File: config.mk
export PLATFORM = sky130hd
export DESIGN_NAME = lfa_front
export DESIGN_NICKNAME = d
export VERILOG_FILES = /design/src/rtl/core/lfa_pkg.sv /design/src/rtl/core/lfa_front.sv
export SDC_FILE = /design/constraint.sdc
export NUM_CORES = 1
export LEC_CHECK = 0
export BUFFER_PORTS_ARGS = -buffer_cell sky130_fd_sc_hd__buf_4
export CELL_PAD_IN_SITES_DETAIL_PLACEMENT = 0
export CELL_PAD_IN_SITES_GLOBAL_PLACEMENT = 1
export CORE_ASPECT_RATIO = 0.8
export CORE_UTILIZATION = 35
export DETAILED_ROUTE_END_ITERATION = 12
export GPL_TIMING_DRIVEN = 0
export PLACE_DENSITY_LB_ADDON = 0.05
export SLEW_MARGIN = 20
export SYNTH_ARGS = -nofsm -noshare
export SYNTH_HDL_FRONTEND = slang
export SYNTH_SLANG_ARGS = --single-unit
export TNS_END_PERCENT = 5
File: constraint.sdc
create_clock -name clock -period 8 [get_ports clock]
set_input_delay 2 -clock clock [delete_from_list [all_inputs] [get_ports clock]]
set_output_delay 2 -clock clock [all_outputs]
set_load 0.005 [all_outputs]
File: src/rtl/core/lfa_pkg.sv
// ----------------------------------------------------------------------
// lfa_pkg
// types, constants and lookup functions of the lora frame airtime block
// ----------------------------------------------------------------------
package lfa_pkg;

   // field widths of the request and response beats
   localparam int SF_W      = 4;
   localparam int BW_CODE_W = 4;
   localparam int CR_W      = 3;
   localparam int PRE_W     = 16;
   localparam int SYM_W     = 28;
   localparam int TIME_W    = 44;
   localparam int CNT_W     = 11;

   // datapath widths
   localparam int NUM_W      = 19;  // quarter symbols of a frame
   localparam int RAT_A_W    = 23;  // reduced 64e6 / bw numerator
   localparam int RAT_B_W    = 13;  // reduced 64e6 / bw denominator
   localparam int PROD_W     = NUM_W + RAT_A_W;
   localparam int DIVIDEND_W = PROD_W + 12;  // after shift by sf up to 12
   localparam int QUO_W      = 44;
   localparam int DIV_STEP   = 4;   // quotient bits per divider stage
   localparam int DIV_STAGES = QUO_W / DIV_STEP;
   localparam int BACK_LAT   = 2 + DIV_STAGES;
   localparam int BLK_W      = 8;

   // parameter limits
   localparam logic [SF_W-1:0] SF_MIN = 4'd5;
   localparam logic [SF_W-1:0] SF_MAX = 4'd12;
   localparam logic [CR_W-1:0] CR_MIN = 3'd1;
   localparam logic [CR_W-1:0] CR_MAX = 3'd4;

   // frame constants
   localparam int CR_BASE         = 4;   // coding rate 4/(4+cr)
   localparam int PAYLOAD_HEAD    = 8;   // fixed symbols before the blocks
   localparam int PREAMBLE_TAIL   = 17;  // 4.25 symbols in quarters
   localparam int SYMBOL_QUARTERS = 4;

   // bandwidth codes
   localparam logic [BW_CODE_W-1:0] BW_7K81   = 4'd0;
   localparam logic [BW_CODE_W-1:0] BW_15K63  = 4'd1;
   localparam logic [BW_CODE_W-1:0] BW_31K25  = 4'd2;
   localparam logic [BW_CODE_W-1:0] BW_62K5   = 4'd3;
   localparam logic [BW_CODE_W-1:0] BW_125K   = 4'd4;
   localparam logic [BW_CODE_W-1:0] BW_250K   = 4'd5;
   localparam logic [BW_CODE_W-1:0] BW_500K   = 4'd6;
   localparam logic [BW_CODE_W-1:0] BW_10K42  = 4'd8;
   localparam logic [BW_CODE_W-1:0] BW_20K83  = 4'd9;
   localparam logic [BW_CODE_W-1:0] BW_41K67  = 4'd10;

   typedef struct packed {
      logic [SF_W-1:0]      sf_code;
      logic [BW_CODE_W-1:0] bandwidth_code;
      logic [CR_W-1:0]      cr_code;
      logic [PRE_W-1:0]     preamble_symbols;
      logic                 header_term;
      logic                 low_rate_optimize;
   } lfa_req_type;

   typedef struct packed {
      logic [SYM_W-1:0]  symbol_time;
      logic [TIME_W-1:0] preamble_time;
      logic [TIME_W-1:0] frame_time;
      logic [CNT_W-1:0]  payload_symbol_count;
      logic              param_error;
   } lfa_rsp_type;

   // 64e6 / bw as a reduced fraction a / b
   typedef struct packed {
      logic               known;
      logic [RAT_A_W-1:0] num_a;
      logic [RAT_B_W-1:0] den_b;
   } lfa_ratio_type;

   // classified job handed from the front to the back
   typedef struct packed {
      logic [NUM_W-1:0]   pre_n;
      logic [NUM_W-1:0]   frame_n;
      logic [RAT_A_W-1:0] num_a;
      logic [RAT_B_W-1:0] den_b;
      logic [SF_W-1:0]    shift;
      logic [CNT_W-1:0]   count;
      logic               err;
   } lfa_job_type;

   // values that ride alongside the divider stages
   typedef struct packed {
      logic [CNT_W-1:0] count;
      logic             err;
   } lfa_side_type;

   function automatic lfa_ratio_type lfa_bw_ratio(input logic [BW_CODE_W-1:0] code);
      lfa_ratio_type r;
      r = '{known: 1'b1, num_a: 23'd1, den_b: 13'd1};
      case (code)
         BW_7K81:  begin r.num_a = 23'd6400000; r.den_b = 13'd781;  end
         BW_15K63: begin r.num_a = 23'd6400000; r.den_b = 13'd1563; end
         BW_31K25: begin r.num_a = 23'd2048;    r.den_b = 13'd1;    end
         BW_62K5:  begin r.num_a = 23'd1024;    r.den_b = 13'd1;    end
         BW_125K:  begin r.num_a = 23'd512;     r.den_b = 13'd1;    end
         BW_250K:  begin r.num_a = 23'd256;     r.den_b = 13'd1;    end
         BW_500K:  begin r.num_a = 23'd128;     r.den_b = 13'd1;    end
         BW_10K42: begin r.num_a = 23'd3200000; r.den_b = 13'd521;  end
         BW_20K83: begin r.num_a = 23'd6400000; r.den_b = 13'd2083; end
         BW_41K67: begin r.num_a = 23'd6400000; r.den_b = 13'd4167; end
         default:  begin r.known = 1'b0; r.num_a = '0; r.den_b = 13'd1; end
      endcase
      return r;
   endfunction

   // pick by header flag and low data rate flag
   function automatic logic [BLK_W-1:0] lfa_pick4(
      input logic h, input logic l,
      input logic [BLK_W-1:0] v00, input logic [BLK_W-1:0] v01,
      input logic [BLK_W-1:0] v10, input logic [BLK_W-1:0] v11);
      logic [BLK_W-1:0] v;
      v = l ? (h ? v11 : v10) : (h ? v01 : v00);
      return v;
   endfunction

   // ceil(payload bits / bits per block) for the fixed 256 byte payload
   function automatic logic [BLK_W-1:0] lfa_payload_blocks(
      input logic [SF_W-1:0] sf, input logic h, input logic l);
      logic [BLK_W-1:0] b;
      case (sf)
         4'd5:    b = lfa_pick4(h, l, 8'd104, 8'd105, 8'd173, 8'd175);
         4'd6:    b = lfa_pick4(h, l, 8'd87,  8'd87,  8'd130, 8'd131);
         4'd7:    b = lfa_pick4(h, l, 8'd74,  8'd75,  8'd104, 8'd105);
         4'd8:    b = lfa_pick4(h, l, 8'd65,  8'd65,  8'd86,  8'd87);
         4'd9:    b = lfa_pick4(h, l, 8'd58,  8'd58,  8'd74,  8'd75);
         4'd10:   b = lfa_pick4(h, l, 8'd52,  8'd52,  8'd65,  8'd65);
         4'd11:   b = lfa_pick4(h, l, 8'd47,  8'd47,  8'd57,  8'd58);
         4'd12:   b = lfa_pick4(h, l, 8'd43,  8'd43,  8'd52,  8'd52);
         default: b = '0;
      endcase
      return b;
   endfunction

endpackage

File: src/rtl/core/lfa_front.sv
// ----------------------------------------------------------------------
// lfa_front
// accepts request beats, checks the parameters and builds a job:
// quarter symbol counts, reduced bandwidth ratio and payload symbol count
// ----------------------------------------------------------------------
module lfa_front (
   input  logic                 clock,
   input  logic                 reset,
   input  logic                 req_valid,
   output logic                 req_ready,
   input  lfa_pkg::lfa_req_type req_data,
   output logic                 out_valid,
   input  logic                 out_ready,
   output lfa_pkg::lfa_job_type out_job
);
   import lfa_pkg::*;

   logic          vld_ff, vld_in;
   lfa_job_type   job_ff, job_in;
   logic          accept;
   lfa_ratio_type ratio;
   logic          bad;
   logic [BLK_W-1:0] blocks;
   logic [CR_W:0]    cr4;
   logic [CNT_W-1:0] count;
   logic [NUM_W-1:0] pre_n;

   assign req_ready = !vld_ff || out_ready;
   assign accept    = req_valid && req_ready;
   assign vld_in    = accept || (vld_ff && !out_ready);

   // parameter check and job build
   always_comb begin
      ratio  = lfa_bw_ratio(req_data.bandwidth_code);
      bad    = !ratio.known
               || (req_data.sf_code < SF_MIN)
               || (req_data.sf_code > SF_MAX)
               || (req_data.cr_code < CR_MIN)
               || (req_data.cr_code > CR_MAX);
      blocks = lfa_payload_blocks(req_data.sf_code, req_data.header_term,
                                  req_data.low_rate_optimize);
      cr4    = {1'b0, req_data.cr_code} + (CR_W+1)'(CR_BASE);
      count  = CNT_W'(PAYLOAD_HEAD) + CNT_W'(cr4) * CNT_W'(blocks);
      pre_n  = NUM_W'({req_data.preamble_symbols, 2'b00}) + NUM_W'(PREAMBLE_TAIL);

      job_in.pre_n   = pre_n;
      job_in.frame_n = pre_n + NUM_W'({count, 2'b00});
      job_in.num_a   = ratio.num_a;
      job_in.den_b   = ratio.den_b;
      job_in.shift   = req_data.sf_code;
      job_in.count   = count;
      job_in.err     = 1'b0;
      // invalid parameters: zero numerator and unit divisor give zero times
      if (bad) begin
         job_in.pre_n   = '0;
         job_in.frame_n = '0;
         job_in.num_a   = '0;
         job_in.den_b   = RAT_B_W'(1);
         job_in.shift   = '0;
         job_in.count   = '0;
         job_in.err     = 1'b1;
      end
   end

   always_ff @(posedge clock) begin
      if (reset) begin
         vld_ff <= 1'b0;
      end else begin
         vld_ff <= vld_in;
      end
   end

   always_ff @(posedge clock) begin
      if (accept) begin
         job_ff <= job_in;
      end
   end

   assign out_valid = vld_ff;
   assign out_job   = job_ff;

endmodule

==> flow_summary.toml <==
[status]
status = "complete, no violations"

[placed_design]
placed_area_sq_mm = 0.00614
gp_congestion = 0.856
portBuffers = 105
dp_slack_ps = -484
hpwl_um = 9910

[worst_setup_path]
cp_top_family = "adder cells"
arrival_ps = 7700
cp_slowest_stage_delay_ps = 570
r2r_end = "out_job[61]"
crit_type = "primary input to flop"
r2r_cells = 3
critical_path.cell_chain = "buf_2, clkbuf_1, nor2_1, a221oi_2, a21oi_1, fa_1, inv_1, fa_1, ha_1, fa_1, ha_1, nand3_1, o2111ai_1, o211ai_1, o311ai_4, nand4_2, a2111oi_2, mux2_1"
endpoint_kind = "flop"
crit_buf_inv = 3
critical_path.slowest_cell = "fa_1"
crit_fanout = 10
start_kind = "primary input"
cp.required_ps = 8080
r2r_slack_ps = 6640
worstReg2RegStart = "out_valid"
cpMostUsedCell = "fa_1"

[min_path]
whs_path_depth = 2
hp-start = "out_valid"
worst_hold_path_type = "flop to flop"
min_to = "out_valid"

[power]
internal-power_mw = 0.892
p_switching_mw = 0.378
power_frac_comb_pct = 29.8
leakage_nw = 2.77
ir_worst_vdd_uv = 119
swShare_pct = 29.8
powerDensity_mw_per_mm2 = 195
seqPwrFrac_pct = 33.7
clock_power_share_pct = 36.5

[sta]
hold_viol = 0
fin_skew_ps = 5.19
finalCriticalPeriod_ps = 7620
max_slew.worst_pin.slew_ps = 663
rsz0062_at_grt = "false"
relSlewSlack_pct = 55.8
setup_tns_ps = 0
clock.fmax_ghz = 0.131
setup_violations = 0
slew_viol_final = 0
finalWorstSetupSlack_ps = 382
post-route-period-util_pct = 95.2
finalHoldWorstSlack_ps = 543

[clocking]
root_buffer = "clkbuf_16"
post-cts-setup-buffers = 0
postCtsHoldBufs = 0
cts_tree = "built"
cts_max_level = 3
numCtsBuffers = 9
clkTransAtPathRegs_ps = 60
insertion_delay_ps = 330
cts_buffer_depth = 2
clkSinkCount = 67

[finish]
multi_input_area_sq_mm = 0.00277
final_common_cell = "buf_4"
regArea_sq_mm = 0.00200
area_growth_syn_to_layout_pct = 28.6
fillers = 1319
n_antenna_cell = 0
fin_area_sq_mm = 0.00650
final_cell_mix = "buf_4, edfxtp_1, nor2_1"
final_net_count = 718
drive_above_1_share_pct = 25.3

[global_routing]
grt_antenna_before_repair = 0
grt_max_degree = 52
grt_pass1_wl_um = 20200
grt_overflow = 0
grt_usage_pct = 17.8
first_global_vias = 3795

[logic_synthesis]
yosysSeqAreaShare_pct = 39.6
synthArstFlopShare_pct = 0
yosysTopAreaCell = "edfxtp_1"
synth-main-ff-cell = "edfxtp_1"
syn_area_per_cell_sq_um = 9.82
synth.top_cell.area_share_pct = 39.2
syn_area_sq_mm = 0.00505
synth_cell_types = 68
synthTopCellsByArea = "edfxtp_1, ha_1, nor2_1"
synth_cells = 515
synth_seq_cells = 67
yosys_warnings = 0
synth_edf_count = 66

[route]
wl_per_cell_um = 15.5
totalWireLength_um = 12900
drtPass1Iterations = 7
vias_per_cell = 5.05
drc = 0
antenna_left = 0
drtIter0Drc = 294
vias = 4180

[floorplan]
die_w_um = 136
io_pins = 125
die_h_um = 109
core-area_sq_mm = 0.0138
fp.dieArea_sq_mm = 0.0149
rows = 38
start_util_pct = 36.5

[job]
cap_violations = 0
-- state kept, by name, summed over array words and instances, names as in the netlist --
register   flops
out_job       66
out_valid      1
-- stage by stage --
step | utilization, % | std cells | power, mW
after floorplan | - | 527 | 0.683
after global placement | 44.2 | 812 | 0.811
after detailed placement | 44.4 | 813 | 0.811
after CTS | 47.0 | 829 | 1.28
after global routing | 47.0 | 828 | 1.34
final | 47.0 | 828 | 1.27
-- worst max path at each step --
| stage | end | start | cells past startpoint |
|---|---|---|---|
| 6_report | out_job[69] | req_data[26] | 18 |
| 5_1_grt | out_job[69] | req_data[28] | 20 |
| 4_1_cts | out_job[69] | req_data[27] | 23 |
| 3_5_place_dp | out_job[69] | req_data[27] | 21 |
| 3_3_place_gp | out_job[69] | req_data[27] | 21 |
| 2_1_floorplan | out_job[69] | req_data[27] | 20 |
-- cells by family after synthesis --
logic type	Yosys count	share of synthesized area [%]
simple gates	208	22.2
compound gates	99	13.9
other cells	2	0.149
fa+ha+maj	42	11.6
xor+xnor	27	4.98
flops	67	39.6
mux	4	0.842
buf+inv	66	6.76
-- power by group through the flow --
stage               Combinational (mW)  Clock (mW)  Sequential, mW
finish                           0.378       0.464           0.428
floorplan                        0.244           0           0.438
global route                     0.423       0.485           0.430
CTS                              0.379       0.472           0.428
global placement                 0.374           0           0.436
detailed placement               0.375           0           0.435
-- area by class of cell --
class | count | share of cell area (%)
Buffer | 50 | 4.35
Clock buffer | 9 | 3.47
Clock inverter | 7 | 1.91
Inverter | 15 | 0.866
Multi-Input combinational cell | 394 | 42.6
Sequential cell | 67 | 30.8
Tap cell | 180 | 3.47
Timing Repair Buffer | 106 | 12.6
-- Yosys cell counts, types with 2 or more instances --
cell type   n
o31a_1      2
o21ai_0    19
buf_4      24
nand2b_1    9
inv_1      15
conb_1      2
and4_1      4
nand4_1     5
nor2_1     61
xnor2_1    11
a22oi_1     4
buf_2       3
nor3_1     19
a2111o_1    2
nor3b_1     5
fa_1        8
a211oi_1    6
a211o_1     2
nor2b_1    17
a21oi_1    24
mux2i_1     2
o221ai_1    3
a31oi_1     2
o21bai_1    3
and3_1      9
or3_1       4
nor4_1      3
nand3_1    13
o22ai_1     4
o21ai_1     3
nand3b_1    4
o2111ai_1   4
clkbuf_1   23
o211ai_1    2
xor2_1     15
mux2_1      2
edfxtp_1   66
and2_1     29
ha_1       34
a21boi_0    2
nand2_1    19
-- worst register-to-register path, cell delays in order, from the launching register on --
cell      delay (ps)
dfxtp_1          310
nand2b_1         110
and2_4           310
buf_16           290
-- timing repair --
action	in CTS	in global routing
endpoints found under the setup margin	1	6
pin swaps	0	0
gates resized for setup	1	4
-- per-layer routing --
layer | vias to the layer above | wire length [um] | track usage, %
li1 | 2103 | - | -
met1 | 1931 | 6750 | 27.5
met2 | 142 | 5320 | 25.2
met3 | 4 | 712 | 3.41
met4 | 0 | 68 | 3.73
met5 | - | 0 | 0
Power figures use the tool's default switching activity.
