--- src/rtl/core/lfa_pkg.sv ---
// ----------------------------------------------------------------------
// lfa_pkg
// types, constants and lookup functions of the lora frame airtime block
// ----------------------------------------------------------------------
package lfa_pkg;

   // field widths of the request and response beats
   localparam int SF_W      = 4;
   localparam int BW_CODE_W = 4;
   localparam int CR_W      = 3;
   localparam int PRE_W     = 16;
   localparam int SYM_W     = 28;
   localparam int TIME_W    = 44;
   localparam int CNT_W     = 11;

   // datapath widths
   localparam int NUM_W      = 19;  // quarter symbols of a frame
   localparam int RAT_A_W    = 23;  // reduced 64e6 / bw numerator
   localparam int RAT_B_W    = 13;  // reduced 64e6 / bw denominator
   localparam int PROD_W     = NUM_W + RAT_A_W;
   localparam int DIVIDEND_W = PROD_W + 12;  // after shift by sf up to 12
   localparam int QUO_W      = 44;
   localparam int DIV_STEP   = 4;   // quotient bits per divider stage
   localparam int DIV_STAGES = QUO_W / DIV_STEP;
   localparam int BACK_LAT   = 2 + DIV_STAGES;
   localparam int BLK_W      = 8;

   // parameter limits
   localparam logic [SF_W-1:0] SF_MIN = 4'd5;
   localparam logic [SF_W-1:0] SF_MAX = 4'd12;
   localparam logic [CR_W-1:0] CR_MIN = 3'd1;
   localparam logic [CR_W-1:0] CR_MAX = 3'd4;

   // frame constants
   localparam int CR_BASE         = 4;   // coding rate 4/(4+cr)
   localparam int PAYLOAD_HEAD    = 8;   // fixed symbols before the blocks
   localparam int PREAMBLE_TAIL   = 17;  // 4.25 symbols in quarters
   localparam int SYMBOL_QUARTERS = 4;

   // bandwidth codes
   localparam logic [BW_CODE_W-1:0] BW_7K81   = 4'd0;
   localparam logic [BW_CODE_W-1:0] BW_15K63  = 4'd1;
   localparam logic [BW_CODE_W-1:0] BW_31K25  = 4'd2;
   localparam logic [BW_CODE_W-1:0] BW_62K5   = 4'd3;
   localparam logic [BW_CODE_W-1:0] BW_125K   = 4'd4;
   localparam logic [BW_CODE_W-1:0] BW_250K   = 4'd5;
   localparam logic [BW_CODE_W-1:0] BW_500K   = 4'd6;
   localparam logic [BW_CODE_W-1:0] BW_10K42  = 4'd8;
   localparam logic [BW_CODE_W-1:0] BW_20K83  = 4'd9;
   localparam logic [BW_CODE_W-1:0] BW_41K67  = 4'd10;

   typedef struct packed {
      logic [SF_W-1:0]      sf_code;
      logic [BW_CODE_W-1:0] bandwidth_code;
      logic [CR_W-1:0]      cr_code;
      logic [PRE_W-1:0]     preamble_symbols;
      logic                 header_term;
      logic                 low_rate_optimize;
   } lfa_req_type;

   typedef struct packed {
      logic [SYM_W-1:0]  symbol_time;
      logic [TIME_W-1:0] preamble_time;
      logic [TIME_W-1:0] frame_time;
      logic [CNT_W-1:0]  payload_symbol_count;
      logic              param_error;
   } lfa_rsp_type;

   // 64e6 / bw as a reduced fraction a / b
   typedef struct packed {
      logic               known;
      logic [RAT_A_W-1:0] num_a;
      logic [RAT_B_W-1:0] den_b;
   } lfa_ratio_type;

   // classified job handed from the front to the back
   typedef struct packed {
      logic [NUM_W-1:0]   pre_n;
      logic [NUM_W-1:0]   frame_n;
      logic [RAT_A_W-1:0] num_a;
      logic [RAT_B_W-1:0] den_b;
      logic [SF_W-1:0]    shift;
      logic [CNT_W-1:0]   count;
      logic               err;
   } lfa_job_type;

   // values that ride alongside the divider stages
   typedef struct packed {
      logic [CNT_W-1:0] count;
      logic             err;
   } lfa_side_type;

   function automatic lfa_ratio_type lfa_bw_ratio(input logic [BW_CODE_W-1:0] code);
      lfa_ratio_type r;
      r = '{known: 1'b1, num_a: 23'd1, den_b: 13'd1};
      case (code)
         BW_7K81:  begin r.num_a = 23'd6400000; r.den_b = 13'd781;  end
         BW_15K63: begin r.num_a = 23'd6400000; r.den_b = 13'd1563; end
         BW_31K25: begin r.num_a = 23'd2048;    r.den_b = 13'd1;    end
         BW_62K5:  begin r.num_a = 23'd1024;    r.den_b = 13'd1;    end
         BW_125K:  begin r.num_a = 23'd512;     r.den_b = 13'd1;    end
         BW_250K:  begin r.num_a = 23'd256;     r.den_b = 13'd1;    end
         BW_500K:  begin r.num_a = 23'd128;     r.den_b = 13'd1;    end
         BW_10K42: begin r.num_a = 23'd3200000; r.den_b = 13'd521;  end
         BW_20K83: begin r.num_a = 23'd6400000; r.den_b = 13'd2083; end
         BW_41K67: begin r.num_a = 23'd6400000; r.den_b = 13'd4167; end
         default:  begin r.known = 1'b0; r.num_a = '0; r.den_b = 13'd1; end
      endcase
      return r;
   endfunction

   // pick by header flag and low data rate flag
   function automatic logic [BLK_W-1:0] lfa_pick4(
      input logic h, input logic l,
      input logic [BLK_W-1:0] v00, input logic [BLK_W-1:0] v01,
      input logic [BLK_W-1:0] v10, input logic [BLK_W-1:0] v11);
      logic [BLK_W-1:0] v;
      v = l ? (h ? v11 : v10) : (h ? v01 : v00);
      return v;
   endfunction

   // ceil(payload bits / bits per block) for the fixed 256 byte payload
   function automatic logic [BLK_W-1:0] lfa_payload_blocks(
      input logic [SF_W-1:0] sf, input logic h, input logic l);
      logic [BLK_W-1:0] b;
      case (sf)
         4'd5:    b = lfa_pick4(h, l, 8'd104, 8'd105, 8'd173, 8'd175);
         4'd6:    b = lfa_pick4(h, l, 8'd87,  8'd87,  8'd130, 8'd131);
         4'd7:    b = lfa_pick4(h, l, 8'd74,  8'd75,  8'd104, 8'd105);
         4'd8:    b = lfa_pick4(h, l, 8'd65,  8'd65,  8'd86,  8'd87);
         4'd9:    b = lfa_pick4(h, l, 8'd58,  8'd58,  8'd74,  8'd75);
         4'd10:   b = lfa_pick4(h, l, 8'd52,  8'd52,  8'd65,  8'd65);
         4'd11:   b = lfa_pick4(h, l, 8'd47,  8'd47,  8'd57,  8'd58);
         4'd12:   b = lfa_pick4(h, l, 8'd43,  8'd43,  8'd52,  8'd52);
         default: b = '0;
      endcase
      return b;
   endfunction

endpackage

--- src/rtl/core/lfa_queue.sv ---
// ----------------------------------------------------------------------
// lfa_queue
// short job queue between the front and the back
// ----------------------------------------------------------------------
module lfa_queue #(
   parameter int DEPTH = 4
) (
   input  logic                 clock,
   input  logic                 reset,
   input  logic                 in_valid,
   output logic                 in_ready,
   input  lfa_pkg::lfa_job_type in_job,
   output logic                 out_valid,
   input  logic                 out_ready,
   output lfa_pkg::lfa_job_type out_job
);
   import lfa_pkg::*;

   localparam int PW = $clog2(DEPTH);
   localparam int CW = $clog2(DEPTH + 1);

   lfa_job_type   slot_ff [DEPTH];
   logic [PW-1:0] wr_ptr_ff, wr_ptr_in;
   logic [PW-1:0] rd_ptr_ff, rd_ptr_in;
   logic [CW-1:0] cnt_ff, cnt_in;
   logic          push, pop;

   assign in_ready  = (cnt_ff != CW'(DEPTH));
   assign out_valid = (cnt_ff != '0);
   assign push      = in_valid && in_ready;
   assign pop       = out_valid && out_ready;
   assign out_job   = slot_ff[rd_ptr_ff];

   // pointer and fill count update
   always_comb begin
      wr_ptr_in = wr_ptr_ff;
      rd_ptr_in = rd_ptr_ff;
      cnt_in    = cnt_ff;
      if (push) begin
         wr_ptr_in = (wr_ptr_ff == PW'(DEPTH - 1)) ? '0 : wr_ptr_ff + 1'b1;
      end
      if (pop) begin
         rd_ptr_in = (rd_ptr_ff == PW'(DEPTH - 1)) ? '0 : rd_ptr_ff + 1'b1;
      end
      if (push && !pop) begin
         cnt_in = cnt_ff + 1'b1;
      end else if (pop && !push) begin
         cnt_in = cnt_ff - 1'b1;
      end
   end

   always_ff @(posedge clock) begin
      if (reset) begin
         wr_ptr_ff <= '0;
         rd_ptr_ff <= '0;
         cnt_ff    <= '0;
      end else begin
         wr_ptr_ff <= wr_ptr_in;
         rd_ptr_ff <= rd_ptr_in;
         cnt_ff    <= cnt_in;
      end
   end

   always_ff @(posedge clock) begin
      if (push) begin
         slot_ff[wr_ptr_ff] <= in_job;
      end
   end

endmodule

--- config.mk ---
export PLATFORM = sky130hd
export DESIGN_NAME = lfa_queue
export DESIGN_NICKNAME = d
export VERILOG_FILES = /design/src/rtl/core/lfa_pkg.sv /design/src/rtl/core/lfa_queue.sv
export SDC_FILE = /design/constraint.sdc
export NUM_CORES = 1
export LEC_CHECK = 0
export BUFFER_PORTS_ARGS = -buffer_cell sky130_fd_sc_hd__buf_4
export CAP_MARGIN = 0
export CORE_MARGIN = 3
export CORE_UTILIZATION = 55
export DETAILED_ROUTE_END_ITERATION = 16
export GPL_TIMING_DRIVEN = 0
export HOLD_SLACK_MARGIN = 0.06
export PLACE_DENSITY = 0.85
export SYNTH_ARGS = -nofsm -noshare
export SYNTH_HDL_FRONTEND = slang
export SYNTH_SLANG_ARGS = --single-unit
--- constraint.sdc ---
create_clock -name clock -period 2.8 [get_ports clock]
set_input_delay 0.28 -clock clock [delete_from_list [all_inputs] [get_ports clock]]
set_output_delay 0.28 -clock clock [all_outputs]
set_load 0.05 [all_outputs]
==> qor.yml, run 1 <==
totalWireLength_mm: 26.8
final_nets: 938
drtAntennaViolNets: 0
gr-total-overflow: 0
ff2ff_setup_slack_ns: 0.25
cp_slowest_cell: "buf_1"
finalHoldViolCount: 0
power.internal_uw: 11300
drive_gt1_share_pct: 40.9
worst-setup-path-type: "reg2out"
ys_seq_elements: 369
cts_buffers: 38
power_frac_seq_pct: 41.2
post-route-min-period_ns: 2.67
first_global_vias: 7169
syn_avg_cell_area_um2: 25.9
worstSetupEndpointType: "output port"
required_ns: 2.52
final-setup-viol-count: 0
reg2reg_to: "cnt_ff[2]"
max_slew.worst_pin.slew_ns: 0.831
place_area_mm2: 0.0153
fin_crit_sh_pct: 95.2
max-cap-violations: 0
grt_max_degree: 52
hold_end: "cnt_ff[1]"
start_util_pct: 56.6
power.density_mw_per_mm2: 952
reg2reg_depth: 7
cp_num_buf_inv: 3
io_buffer_count: 184
power_uw: 16600
dp_hpwl_mm: 15.5
place_inst: 1025
io-pin-count: 186
yosysSeqAreaShare_pct: 81.8
cp_top_family: "buffers and inverters"
synth_nets: 619
die_area_mm2: 0.0263
gp_congestion: 0.734
clock.fmax_mhz: 375
clkSlewWorstSetupHoldPaths_ns: 0.06
max_stage_delay_ns: 0.57
antenna_found_initial: 0
cp-start-kind: "flop"
clkSinkCount: 369
pwr-share-comb_pct: 29.9
grt_pass1_wl_mm: 40.9
r2r-start: "cnt_ff[1]"
rsz0062_at_grt: "false"
fin_cells: 1185
slew_headroom_pct: 44.6
whs_path_depth: 2
status: "complete, no violations"
critPathArrivalTime_ns: 2.39
fillCellCount: 1276
grtUsageTotal_pct: 20.6
drc_errors: 0
power.leakage_uw: 0.00598
postCtsSetupBuffers: 0
die_h_um: 162
finish.utilization_pct: 73.5
hold_ws_ns: 0.151
cp_cell_sequence: "clkbuf_2, buf_1, mux4_2, buf_4"
wire_per_inst_um: 22.6
report.final.slew_viol_count: 0
path_max_fanout: 10
cts-root-buf: "clkbuf_16"
first_pass_iters: 4
drtIter0Drc: 422
swShare_pct: 31.9
hold_start: "reset"
die_w_um: 162
syn-cell-area_mm2: 0.0134
routed-via-count: 6567
clockBufferDepth: 3
p_switching_uw: 5300
syn_to_final_growth_pct: 30.0
clk_latency_ns: 0.51
ys_types: 27
cts_tree: "built"
antenna_cells: 0
fin_worst_skew_ns: 0.0114
power_frac_clock_pct: 28.8
finalInstanceArea_mm2: 0.0175
worstHoldPathType: "in2reg"
num_rows: 56
vias_per_cell: 5.54
netlist_instances: 518
peakVddDrop_mv: 0.934
cp.depth: 4
htree_levels: 2
ys_warn_count: 0
fp.coreArea_mm2: 0.0238
[registers in the layout, indices dropped and copies added, names as in the netlist, named ones only]
register	flops
cnt_ff	3
rd_ptr_ff	2
slot_ff	360
wr_ptr_ff	2
[timing repair]
item,4_1_cts,5_1_grt
resized for setup,0,0
endpoints found under the hold margin,361,0
hold buffers,91,0
[kinds of logic after synthesis]
group | synth area share, %
xor+xnor | 0.130
flops | 81.8
simple gates | 0.792
buf+inv | 0.987
compound gates | 0.261
fa+ha+maj | 0.708
mux | 15.3
[stage by stage]
| stage | setup slack [ns] | TNS (ns) |
|---|---|---|
| 5_1_grt | 0.0716 | 0 |
| 3_5_place_dp | 0.287 | 0 |
| 2_1_floorplan | 0.318 | 0 |
| 3_3_place_gp | -0.185 | -61.55 |
| 4_1_cts | 0.126 | 0 |
| 6_report | 0.135 | 0 |
[synthesized netlist by cell type (all sizes together)]
cell,count,area (µm²)
inv,3,11.3
or3b,1,8.76
o21ai,1,5.00
nand2b,2,12.5
o31ai,2,20.0
mux4,90,2030
and2,1,8.76
and3,4,30.0
nand2,1,3.75
nor3,1,5.00
a21oi,2,10.0
nand3,1,5.00
mux2i,3,30.0
buf,18,104
dfxtp,9,180
fa,1,20.0
xor2,2,17.5
ha,6,75.1
or3,3,21.3
nor2,3,11.3
clkbuf,4,17.5
edfxtp,360,10800
[final cells by class]
type                            instances  area [µm²]  share of cell area [%]
Clock inverter                         21         159                   0.910
Inverter                                3        11.3                  0.0645
Clock buffer                           48        1050                    6.03
Multi-Input combinational cell        124        2330                    13.3
Timing Repair Buffer                  279        2400                    13.8
Buffer                                 22         121                   0.695
Sequential cell                       369       11000                    62.9
Tap cell                              319         399                    2.29
[power groups by stage]
stage / Clock, µW / Combinational [µW] / Sequential (µW)
4_1_cts: 4870 / 5020 / 6850
3_3_place_gp: 0 / 4720 / 6940
6_report: 4790 / 4980 / 6850
5_1_grt: 5100 / 5210 / 6900
3_5_place_dp: 0 / 4890 / 6960
2_1_floorplan: 0 / 3440 / 6910
[per-layer routing]
layer	vias to the layer above	wire length (µm)	track usage [%]
li1	2867	-	-
met1	3394	10300	26.5
met2	251	14100	35.7
met3	55	1720	4.31
met4	0	692	6.28
met5	-	0	0
[cells in the final DEF (no fill, tap or decap), types with 2 or more instances in the layout]
cell type        n
a21oi_1          2
and3_4           4
buf_1            7
buf_16           4
buf_2            2
buf_4          193
bufinv_16        2
clkbuf_1         9
clkbuf_16       41
clkbuf_2         2
clkinv_1         7
clkinv_2         9
dfxtp_1          9
dlygate4sd3_1   91
edfxtp_1       360
ha_1             6
inv_1            3
mux2i_1          3
mux4_2          90
nand2b_1         2
nor2_1           3
or3_2            2
xor2_1           2
[worst max path at each step]
stage	start	end	slack [ns]
3_5_place_dp	cnt_ff[0]	cnt_ff[2]	0.29
4_1_cts	flop	out_job[65]	0.13
2_1_floorplan	cnt_ff[0]	slot_ff[0][0]	0.32
3_3_place_gp	cnt_ff[0]	slot_ff[1][56]	-0.18
6_report	flop	out_job[61]	0.13
5_1_grt	flop	out_job[61]	0.07
Note: power is estimated with default switching activity, not from simulation.
==> run 2: changes to the inputs <==
==> config.mk (replaced) <==
export PLATFORM = sky130hd
export DESIGN_NAME = lfa_queue
export DESIGN_NICKNAME = d
export VERILOG_FILES = /design/src/rtl/core/lfa_pkg.sv /design/src/rtl/core/lfa_queue.sv
export SDC_FILE = /design/constraint.sdc
export NUM_CORES = 1
export LEC_CHECK = 0
export CAP_MARGIN = 40
export CORE_MARGIN = 3
export CORE_UTILIZATION = 55
export DETAILED_ROUTE_END_ITERATION = 16
export DONT_BUFFER_PORTS = 1
export GPL_TIMING_DRIVEN = 0
export HOLD_SLACK_MARGIN = 0.06
export PLACE_DENSITY = 0.78
export SYNTH_ARGS = -nofsm -noshare
export SYNTH_HDL_FRONTEND = slang
export SYNTH_SLANG_ARGS = --single-unit
==> run 2 against run 1 <==
  * Clock power shrank 2%
  * Clock skew barely moved
  * Highest routed layer is now met5
  * Worst hold slack worse by 0.026 ns
  * Utilization fell by 6.0 points
  * First-iteration DRC count grew 2.6%
  * Critical endpoint is now cnt_ff[2]
  * Via count shrank 11%
  * Largest power group unchanged
  * Final cell count down 16%
  * Sequential share of layout area increased by 5.6 points
  * Non-clock buffer count shrank 184
  * Fmax down 0.44%
  * Critical path depth is 5 higher
==> qor.yml, run 2 (synthesis gave the netlist of run 1 again) <==
clock.fmax_mhz: 374
clkSlewWorstSetupHoldPaths_ns: 0.06
first_global_vias: 6434
io_buffer_count: 0
seqCellArea_mm2: 0.0110
clkSinkCount: 369
power.leakage_uw: 0.00507
peakVddDrop_mv: 0.725
totalWireLength_mm: 25.0
vias_per_cell: 5.83
die_w_um: 162
fillCellCount: 1431
cp-start-kind: "flop"
clk_latency_ns: 0.51
die_area_mm2: 0.0263
fin_worst_skew_ns: 0.0117
gr-total-overflow: 0
io-pin-count: 186
finalInstanceArea_mm2: 0.0160
max_stage_delay_ns: 0.45
cts_tree: "built"
worstHoldPathType: "in2reg"
regMostFlops: "slot_ff"
final_cell_mix: "edfxtp_1 (360), dlygate4sd3_1 (91), mux4_2 (90)"
r2r-start: "cnt_ff[0]"
critPathLaunch: "cnt_ff[0]"
postCtsSetupBuffers: 0
drtIter0Drc: 433
grt_max_degree: 51
status: "complete, no violations"
fp.coreArea_mm2: 0.0238
cp_slowest_cell: "dfxtp_1"
cp_top_family: "simple AND/OR/NAND/NOR gates"
dp_hpwl_mm: 14.8
ff2ff_setup_slack_ns: 0.12
finalHoldViolCount: 0
fin_cells: 998
clockBufferDepth: 3
rsz0062_at_grt: "false"
power.density_mw_per_mm2: 977
max_slew.worst_pin.slew_ns: 0.735
gp_congestion: 0.697
drive_gt1_share_pct: 24.0
post-route-min-period_ns: 2.68
worstSetupEndpointType: "flop"
cts-root-buf: "clkbuf_16"
max-cap-violations: 0
largestRegisters: "slot_ff x360, cnt_ff x3"
cp_num_buf_inv: 2
grtUsageTotal_pct: 19.5
first_pass_iters: 5
place_inst: 841
critPathArrivalTime_ns: 3.10
final_nets: 753
required_ns: 3.22
final_common_cell: "edfxtp_1"
die_h_um: 162
multiInputGateArea_mm2: 0.00233
final-setup-viol-count: 0
htree_levels: 2
antenna_found_initial: 3
cts_buffers: 37
drc_errors: 0
cp_cell_sequence: "or3b_1, buf_2, and2_4, ha_1, inv_1, fa_1, xor2_1, or3_2, a21oi_1"
routed-via-count: 5817
drtAntennaViolNets: 0
num_rows: 56
start_util_pct: 56.6
place_area_mm2: 0.0140
hold_start: "out_ready"
report.final.slew_viol_count: 0
fin_crit_sh_pct: 95.6
slew_headroom_pct: 51.0
largest_register_ffs: 360
path_max_fanout: 7
syn_to_final_growth_pct: 19.4
worst-setup-path-type: "reg2reg"
wire_per_inst_um: 25.0
grt_pass1_wl_mm: 38.9
[run 2: worst register-to-register path: cells and delay by family, from the launching register on]
kind            cells  cell delay, ns
simple gates        3            0.79
compound gates      1            0.19
fa+ha+maj           2            0.58
xor+xnor            1            0.17
flops               1            0.45
buf+inv             2            0.41
[run 2: through the flow]
stage          total power (µW)  utilization, %  worst slack, ns  hold slack (ns)  setup TNS [ns]
3_5_place_dp              11000            58.8            0.181            0.379               0
2_1_floorplan             10400               -            0.318            0.379               0
5_1_grt                   16200            67.5           0.0135            0.161               0
4_1_cts                   15800            67.5            0.115            0.101               0
6_report                  15700            67.5            0.123            0.125               0
3_3_place_gp              10800            58.2           -0.456            0.379         -156.74
[run 2: final timing paths]
check / cells past startpoint / endpoint
min: 3 / flop
max: 9 / cnt_ff[2]
min reg2reg: 2 / wr_ptr_ff[1]
max reg2reg: 9 / cnt_ff[2]
[run 2: timing repair]
item | CTS | global route
setup endpoints to repair | 0 | 1
resized for setup | 0 | 1
hold buffers | 91 | 0
hold endpoints to repair | 362 | 0
[run 2: routing by layer]
layer	wire (µm)	part of all wire [%]	global-route usage, %	vias up
li1	-	-	-	2502
met1	9790	39	26.1	3040
met2	12500	50	31.9	221
met3	2100	8.4	5.84	50
met4	580	2.3	5.54	4
met5	21	0.084	0	-
[run 2: power by group]
| part | switching [µW] | internal, µW | leakage, µW |
|---|---|---|---|
| registers | 160 | 6690 | 0.00337 |
| clock network | 1870 | 2820 | 0.000570 |
| logic | 3020 | 1100 | 0.00112 |
[run 2: cell type report]
type | instances | area share (%)
repair buffers | 95 | 6.37
clock buffers | 48 | 6.30
inverters | 3 | 0.0702
well taps | 319 | 2.49
diodes | 1 | 0.0156
plain buffers | 22 | 0.757
clock inverters | 17 | 0.983
flip-flops and latches | 369 | 68.5
multi-input cells | 124 | 14.5
